File: src/bls_pkg.sv
// ----------------------------------------------------------------------------
// Bounded LIFO stack package
// Shared constants and control types for the stack controller and datapath.
// ----------------------------------------------------------------------------
package bls_pkg;

  // Default number of words the stack holds.
  localparam int unsigned DEFAULT_DEPTH = 128;

  // Field widths fixed by the item format.
  localparam int unsigned CMD_W    = 2;
  localparam int unsigned WORD_W   = 32;
  localparam int unsigned STATUS_W = 2;

  // Operation codes.
  localparam logic [CMD_W-1:0] CMD_PUSH = 2'd0;
  localparam logic [CMD_W-1:0] CMD_POP  = 2'd1;
  localparam logic [CMD_W-1:0] CMD_PEEK = 2'd2;

  // Result status codes.
  localparam logic [STATUS_W-1:0] ST_OK        = 2'd0;
  localparam logic [STATUS_W-1:0] ST_OVERFLOW  = 2'd1;
  localparam logic [STATUS_W-1:0] ST_UNDERFLOW = 2'd2;

  // Word returned by a pop or peek on an empty stack.
  localparam logic [WORD_W-1:0] UNDERFLOW_WORD = '1;

  // Commands from the controller to the datapath.
  typedef struct packed {
    logic accept;       // Input item taken this cycle.
    logic load_direct;  // Load the result computed from the item itself.
    logic load_read;    // Load the result from the registered memory read.
  } ctrl_cmd_t;

  // Status from the datapath to the controller.
  typedef struct packed {
    logic read_needed;  // The offered item is a pop or peek on a non-empty stack.
  } dp_status_t;

endpackage

File: src/bls_datapath.sv
// ----------------------------------------------------------------------------
// Bounded LIFO stack datapath
// Word memory, fill counter, registered read port and result register.
// ----------------------------------------------------------------------------
module bls_datapath #(
  parameter int unsigned DEPTH = bls_pkg::DEFAULT_DEPTH
) (
  input  logic                              clk,
  input  logic                              rst,
  input  bls_pkg::ctrl_cmd_t                ctrl,
  output bls_pkg::dp_status_t               stat,
  input  logic [bls_pkg::CMD_W-1:0]         cmd,
  input  logic signed [bls_pkg::WORD_W-1:0] push_word,
  output logic signed [bls_pkg::WORD_W-1:0] out_word,
  output logic [bls_pkg::STATUS_W-1:0]      status,
  output logic                              is_empty,
  output logic                              is_full
);

  localparam int unsigned AW = (DEPTH > 1) ? $clog2(DEPTH) : 1;
  localparam int unsigned CW = $clog2(DEPTH + 1);

  logic [bls_pkg::WORD_W-1:0] mem [DEPTH];
  logic [bls_pkg::WORD_W-1:0] rd_data;
  logic [CW-1:0]              count;
  logic [CW-1:0]              count_next;
  logic [CW-1:0]              top;
  logic                       now_empty;
  logic                       now_full;
  logic                       is_push;
  logic                       is_pop;
  logic                       is_read_cmd;
  logic                       do_write;
  logic [bls_pkg::WORD_W-1:0] word_d;
  logic [bls_pkg::STATUS_W-1:0] status_d;

  // Decode the offered item against the current fill.
  assign now_empty   = (count == '0);
  assign now_full    = (count == CW'(DEPTH));
  assign top         = count - CW'(1);
  assign is_push     = (cmd == bls_pkg::CMD_PUSH);
  assign is_pop      = (cmd == bls_pkg::CMD_POP);
  assign is_read_cmd = is_pop || (cmd == bls_pkg::CMD_PEEK);
  assign do_write    = ctrl.accept && is_push && !now_full;

  assign stat.read_needed = is_read_cmd && !now_empty;

  // Fill count after this cycle's operation.
  always_comb begin
    count_next = count;
    if (do_write) begin
      count_next = count + CW'(1);
    end else if (ctrl.accept && is_pop && !now_empty) begin
      count_next = top;
    end
  end

  // Result of items that need no memory read.
  always_comb begin
    word_d   = '0;
    status_d = bls_pkg::ST_OK;
    if (is_push) begin
      word_d = push_word;
      if (now_full) begin
        status_d = bls_pkg::ST_OVERFLOW;
      end
    end else if (is_read_cmd) begin
      word_d   = bls_pkg::UNDERFLOW_WORD;
      status_d = bls_pkg::ST_UNDERFLOW;
    end
  end

  // Fill counter.
  always_ff @(posedge clk) begin
    if (rst) begin
      count <= '0;
    end else begin
      count <= count_next;
    end
  end

  // Word memory with one write port and a registered read port.
  always_ff @(posedge clk) begin
    if (do_write) begin
      mem[count[AW-1:0]] <= push_word;
    end
    if (ctrl.accept && stat.read_needed) begin
      rd_data <= mem[top[AW-1:0]];
    end
  end

  // Result register; the flags reflect the fill after the operation.
  always_ff @(posedge clk) begin
    if (ctrl.load_direct) begin
      out_word <= word_d;
      status   <= status_d;
    end else if (ctrl.load_read) begin
      out_word <= rd_data;
      status   <= bls_pkg::ST_OK;
    end
    if (ctrl.load_direct || ctrl.load_read) begin
      is_empty <= (count_next == '0);
      is_full  <= (count_next == CW'(DEPTH));
    end
  end

endmodule

File: src/bls_controller.sv
// ----------------------------------------------------------------------------
// Bounded LIFO stack controller
// Sequences item acceptance, memory reads and the result handshake.
// ----------------------------------------------------------------------------
module bls_controller (
  input  logic                clk,
  input  logic                rst,
  input  logic                in_valid,
  output logic                in_stall,
  output logic                out_valid,
  input  logic                out_stall,
  output bls_pkg::ctrl_cmd_t  ctrl,
  input  bls_pkg::dp_status_t stat
);

  typedef enum logic [1:0] {
    S_IDLE = 2'b01,
    S_READ = 2'b10
  } state_t;

  state_t state;
  state_t state_next;
  logic   slot_free;
  logic   load;

  // The result register can take a new result when empty or being emptied.
  // No item is taken while reset is held.
  assign slot_free = !out_valid || !out_stall;
  assign in_stall  = rst || !((state == S_IDLE) && slot_free);

  assign ctrl.accept      = in_valid && !in_stall;
  assign ctrl.load_direct = ctrl.accept && !stat.read_needed;
  assign ctrl.load_read   = (state == S_READ);
  assign load             = ctrl.load_direct || ctrl.load_read;

  // Next state: a pop or peek with data waits in S_READ for the registered memory read.
  always_comb begin
    state_next = state;
    case (state)
      S_IDLE: begin
        if (ctrl.accept && stat.read_needed) begin
          state_next = S_READ;
        end
      end
      S_READ: begin
        state_next = S_IDLE;
      end
      default: begin
        state_next = S_IDLE;
      end
    endcase
  end

  // State and result valid flag.
  always_ff @(posedge clk) begin
    if (rst) begin
      state     <= S_IDLE;
      out_valid <= 1'b0;
    end else begin
      state <= state_next;
      if (load) begin
        out_valid <= 1'b1;
      end else if (!out_stall) begin
        out_valid <= 1'b0;
      end
    end
  end

endmodule

File: src/bounded_lifo_stack_top.sv
// ----------------------------------------------------------------------------
// Bounded LIFO stack
// Fixed-depth stack of signed 32-bit words with push, pop and peek items.
// ----------------------------------------------------------------------------
// Usage:
// An item (cmd, push_word) is taken when in_valid is high and in_stall is low.
// Each item yields exactly one result (out_word, status, is_empty, is_full),
// delivered when out_valid is high and out_stall is low.
// A push, an underflowing pop or peek, and an unused command need no memory
// read: the result is valid the cycle after the item is taken.
// A pop or peek on a non-empty stack waits for the registered read port of
// the word memory; the next item is taken after that read.
// The result register holds a finished result while the receiver stalls, and
// a new item is taken in the same cycle the waiting result leaves.
// Reset empties the stack and drops any pending result; the memory contents
// need no clearing, since only words below the fill count are ever read.
// ----------------------------------------------------------------------------
module bounded_lifo_stack_top #(
  parameter int unsigned DEPTH = bls_pkg::DEFAULT_DEPTH
) (
  input  logic                              clk,
  input  logic                              rst,
  input  logic                              in_valid,
  output logic                              in_stall,
  input  logic [bls_pkg::CMD_W-1:0]         cmd,
  input  logic signed [bls_pkg::WORD_W-1:0] push_word,
  output logic                              out_valid,
  input  logic                              out_stall,
  output logic signed [bls_pkg::WORD_W-1:0] out_word,
  output logic [bls_pkg::STATUS_W-1:0]      status,
  output logic                              is_empty,
  output logic                              is_full
);

  bls_pkg::ctrl_cmd_t  ctrl;
  bls_pkg::dp_status_t stat;

  // Handshake and sequencing.
  bls_controller u_ctrl (
    .clk       (clk),
    .rst       (rst),
    .in_valid  (in_valid),
    .in_stall  (in_stall),
    .out_valid (out_valid),
    .out_stall (out_stall),
    .ctrl      (ctrl),
    .stat      (stat)
  );

  // Storage and result formation.
  bls_datapath #(
    .DEPTH (DEPTH)
  ) u_dp (
    .clk       (clk),
    .rst       (rst),
    .ctrl      (ctrl),
    .stat      (stat),
    .cmd       (cmd),
    .push_word (push_word),
    .out_word  (out_word),
    .status    (status),
    .is_empty  (is_empty),
    .is_full   (is_full)
  );

endmodule

File: config.mk
export PLATFORM = sky130hd
export DESIGN_NAME = bounded_lifo_stack_top
export DESIGN_NICKNAME = d
export VERILOG_FILES = /design/src/bls_pkg.sv /design/src/bls_datapath.sv /design/src/bls_controller.sv /design/src/bounded_lifo_stack_top.sv
export SDC_FILE = /design/constraint.sdc
export NUM_CORES = 2
export LEC_CHECK = 0
export ABC_CLOCK_PERIOD_IN_PS = 11580
export BUFFER_PORTS_ARGS = -buffer_cell sky130_fd_sc_hd__buf_2
export CAP_MARGIN = 20
export CELL_PAD_IN_SITES_DETAIL_PLACEMENT = 0
export CELL_PAD_IN_SITES_GLOBAL_PLACEMENT = 1
export CORE_UTILIZATION = 60
export DETAILED_ROUTE_END_ITERATION = 8
export GPL_ROUTABILITY_DRIVEN = 0
export PLACE_DENSITY = 0.83
export SYNTH_ARGS = -nofsm -noshare
export SYNTH_HDL_FRONTEND = slang
export SYNTH_SLANG_ARGS = --single-unit
File: constraint.sdc
create_clock -name clk -period 11.58 [get_ports clk]
set_input_delay 1.158 -clock clk [delete_from_list [all_inputs] [get_ports clk]]
set_output_delay 1.158 -clock clk [all_outputs]
set_load 0.05 [all_outputs]
==> out/results.txt <==
Proportion of synthesized flip-flops having asynchronous set or reset -> 0
Number of buffers added by the clock tree synthesis step -> 407
Cell chosen for the clock root -> sky130_fd_sc_hd__clkbuf_16
Clock Pin Slew Worst Setup and Hold Paths -> 60 ps
Areal power density over the cells -> 173 mW/mm²
Number of gates given a new drive strength after cts -> 0
Input/output buffers -> 75
Number of pins exceeding their max-slew limit in the final report -> 2
Critical Path Start Type -> register
Kind of path behind the tightest hold check -> in -> reg
Detailed-placement wirelength estimate -> 237,000 µm
Endpoint type of the worst setup path -> register
Number of DRC violations after detailed-routing iteration 0 -> 13,300
Main area contributors after synthesis -> sky130_fd_sc_hd__edfxtp_1, sky130_fd_sc_hd__mux4_2, sky130_fd_sc_hd__nand2_1, sky130_fd_sc_hd__nand3_1, sky130_fd_sc_hd__clkbuf_1
Area of the mapped netlist -> 0.159 mm²
Dpl cells -> 10,500
Post-DR wirelength/cell -> 39.2 µm
Maximum Capacitance Violations -> 0
Grt met3 use -> 0.0883
Count of H-tree levels built during CTS -> 5
Antenna-violating nets left -> 0
Setup repair after global routing missed its margin -> no
Share of the cycle needed by the critical path after routing -> 0.589
Maximum number of pins on one net before global-route repair -> 148
Global routing usage summed across all routing layers -> 0.329
Type of the worst setup path -> reg -> reg
Setup Skew -> 89.3 ps
Crit path arrival time -> 7400 ps
EDFF count, synth -> 4,164
Number of placed I/O pins -> 76
Endpoint required time on the critical path -> 12,160 ps
Area growth from synthesis to layout -> 12.1%
Final worst path period need -> 6820 ps
Fraction of met1 tracks used by global routing -> 0.451
Maximum ir drop on the vdd rail -> 0.000149 V
Gate count of the mapped netlist -> 7,019
Die X-Extent -> 518 µm
Post-CTS repair timing setup buffer count -> 0
Leading area contributor after synthesis -> sky130_fd_sc_hd__edfxtp_1
Post-synthesis sequential element count -> 4,175
Die area -> 0.268 mm²
Startpoint of the lowest-slack register-to-register path -> u_dp.count[0]$_SDFF_PP0_
Starting density of the core -> 0.606
Site Rows -> 188
CP Max Fanout -> 50
Global-route wire length before repair -> 610,000 µm
Setup TNS -> 0 ps
Area share of the largest cell type after synthesis -> 0.784
Clk Latency, worst-skew pair -> 950 ps
Worst Hold Launch -> out_stall
Unique masters post-synth -> 59
TritonCTS clock tree -> yes
Critical path startpoint -> u_dp.count[0]$_SDFF_PP0_
Leakage power of the design -> 54.3 nW
GR Util met2 -> 0.492
Post-Layout Cell Count -> 11,200
Commonest register cell after synthesis -> sky130_fd_sc_hd__edfxtp_1
Finish-stage setup viols -> 0
GRT Max-Usage Layer -> met2
Remaining max-slew budget at the tightest pin -> -0.00759
Number of clock sinks -> 4,175
Fraction of final layout cells with drive strength greater than 1 -> 0.287
Synth Warn # -> 0
Vias in the first global route -> 79,800
Mean Syn Cell Area -> 22.7 µm²
DRC viols -> 0
Number of optimization iterations in the first detailed-route pass -> 6
Net count of the mapped netlist -> 7,061
Sequential cell area fraction in the yosys report -> 0.786
Initial antenna violation count -> 37
Total power -> 0.0309 W
Placeable Area -> 0.263 mm²
Final global-route overflow total -> 0
Final Hold Fails -> 0
Vias per cell -> 7.18
CTS hold repair buffers -> 0
Actual transition at the worst max-transition pin -> 1510 ps
Die Y-Extent -> 518 µm
Detailed Route WL -> 441,000 µm
Routed vias -> 80,700
Filler Cell Count -> 15,400
Result of the run -> complete, but fails checks
Total number of nets in the final design -> 7,435
Violated checks -> slew limit
Maximum frequency from static timing analysis -> 147 MHz
Maximum buffer depth of the clock tree -> 4
==> power breakdown <==
group	total (W)	switching, W	internal [W]	leakage (nW)
registers	0.0166	0.00000695	0.0166	37.5
logic	0.00123	0.000877	0.000356	10.5
clock network	0.0130	0.00559	0.00741	6.32
==> layout make-up <==
type | count | area (µm²) | area share
Sequential cell | 4175 | 125000 | 0.701
Multi-Input combinational cell | 2449 | 33300 | 0.186
Clock buffer | 484 | 10600 | 0.0592
Tap cell | 3515 | 4400 | 0.0246
Timing Repair Buffer | 353 | 2750 | 0.0154
Clock inverter | 240 | 2390 | 0.0134
Antenna cell | 20 | 50.0 | 0.000280
Inverter | 7 | 26.3 | 0.000147
==> Yosys cell counts, drive strengths merged, types with 11 or more instances <==
cell type     n
clkbuf      189
dfxtp        11
buf         199
edfxtp     4164
nand3       221
nand2       500
mux2i        61
a22oi        84
mux4       1130
a21oi        44
nand4        72
a221oi       27
a31oi        32
nor2        160
o21ai        40
==> registers in the layout (all words and copies together), names as in the netlist <==
register          flops
u_ctrl.out_valid      1
u_ctrl.state          2
u_dp.count            8
u_dp.is_empty         1
u_dp.is_full          1
u_dp.mem           4096
u_dp.out_word        32
u_dp.rd_data         32
u_dp.status           2
==> worst max-delay path, cell delays in order, from the launching register on <==
cell and delay [ps]:
sky130_fd_sc_hd__dfxtp_4 820, sky130_fd_sc_hd__inv_2 560, sky130_fd_sc_hd__ha_4 1230, sky130_fd_sc_hd__buf_4 740, sky130_fd_sc_hd__buf_4 720, sky130_fd_sc_hd__mux4_2 450
sky130_fd_sc_hd__mux4_2 510, sky130_fd_sc_hd__a22oi_1 1070, sky130_fd_sc_hd__nand4_1 200
==> cells in the final DEF, fill, tap and decap left out, drive strengths merged, types with 40 or more instances in the layout <==
cell type	Yosys	routed
mux4	1130	1130
nand2	500	500
a22oi	84	84
bufinv	0	40
o21ai	40	40
nor2	160	160
edfxtp	4164	4164
clkinv	0	181
nand4	72	72
buf	199	353
clkbuf	189	484
a21oi	44	44
nand3	221	221
mux2i	61	61
==> kinds of logic after synthesis <==
logic type	count (synthesis)	share of synthesized area
buffers and inverters	395	0.0120
and+or+nand+nor	995	0.0273
adders and majority gates	4	0.000314
muxes	1191	0.163
DFF	4175	0.786
xor gates and xnor gates	11	0.000769
AOI/OAI and AO/OA	248	0.0106
==> final timing paths <==
path / end / slack (ps) / cells past startpoint
setup / recovery: u_dp.rd_data[14]$_DFFE_PP_ / 4760 / 8
hold / removal: u_ctrl.out_valid$_SDFFE_PP0P_ / 500 / 3
setup reg to reg: u_dp.rd_data[14]$_DFFE_PP_ / 4760 / 8
hold reg to reg: u_ctrl.out_valid$_SDFFE_PP0P_ / 550 / 2
==> stage by stage <==
stage	hold slack, ps	utilization	instance area, µm²	setup slack, ps
floorplan	496	-	159000	7010
global placement	501	0.629	166000	4960
detailed placement	533	0.629	166000	4860
CTS	465	0.679	179000	4860
global route	513	0.679	179000	4700
finish	501	0.679	179000	4760
==> metal layers <==
| layer | up-vias | wire (µm) |
|---|---|---|
| met4 | 30 | 26300 |
| met5 | - | 198 |
| met2 | 6532 | 204000 |
| met1 | 42600 | 151000 |
| li1 | 30400 | - |
| met3 | 1073 | 59900 |
No activity file was read; power rests on OpenSTA's default activity.
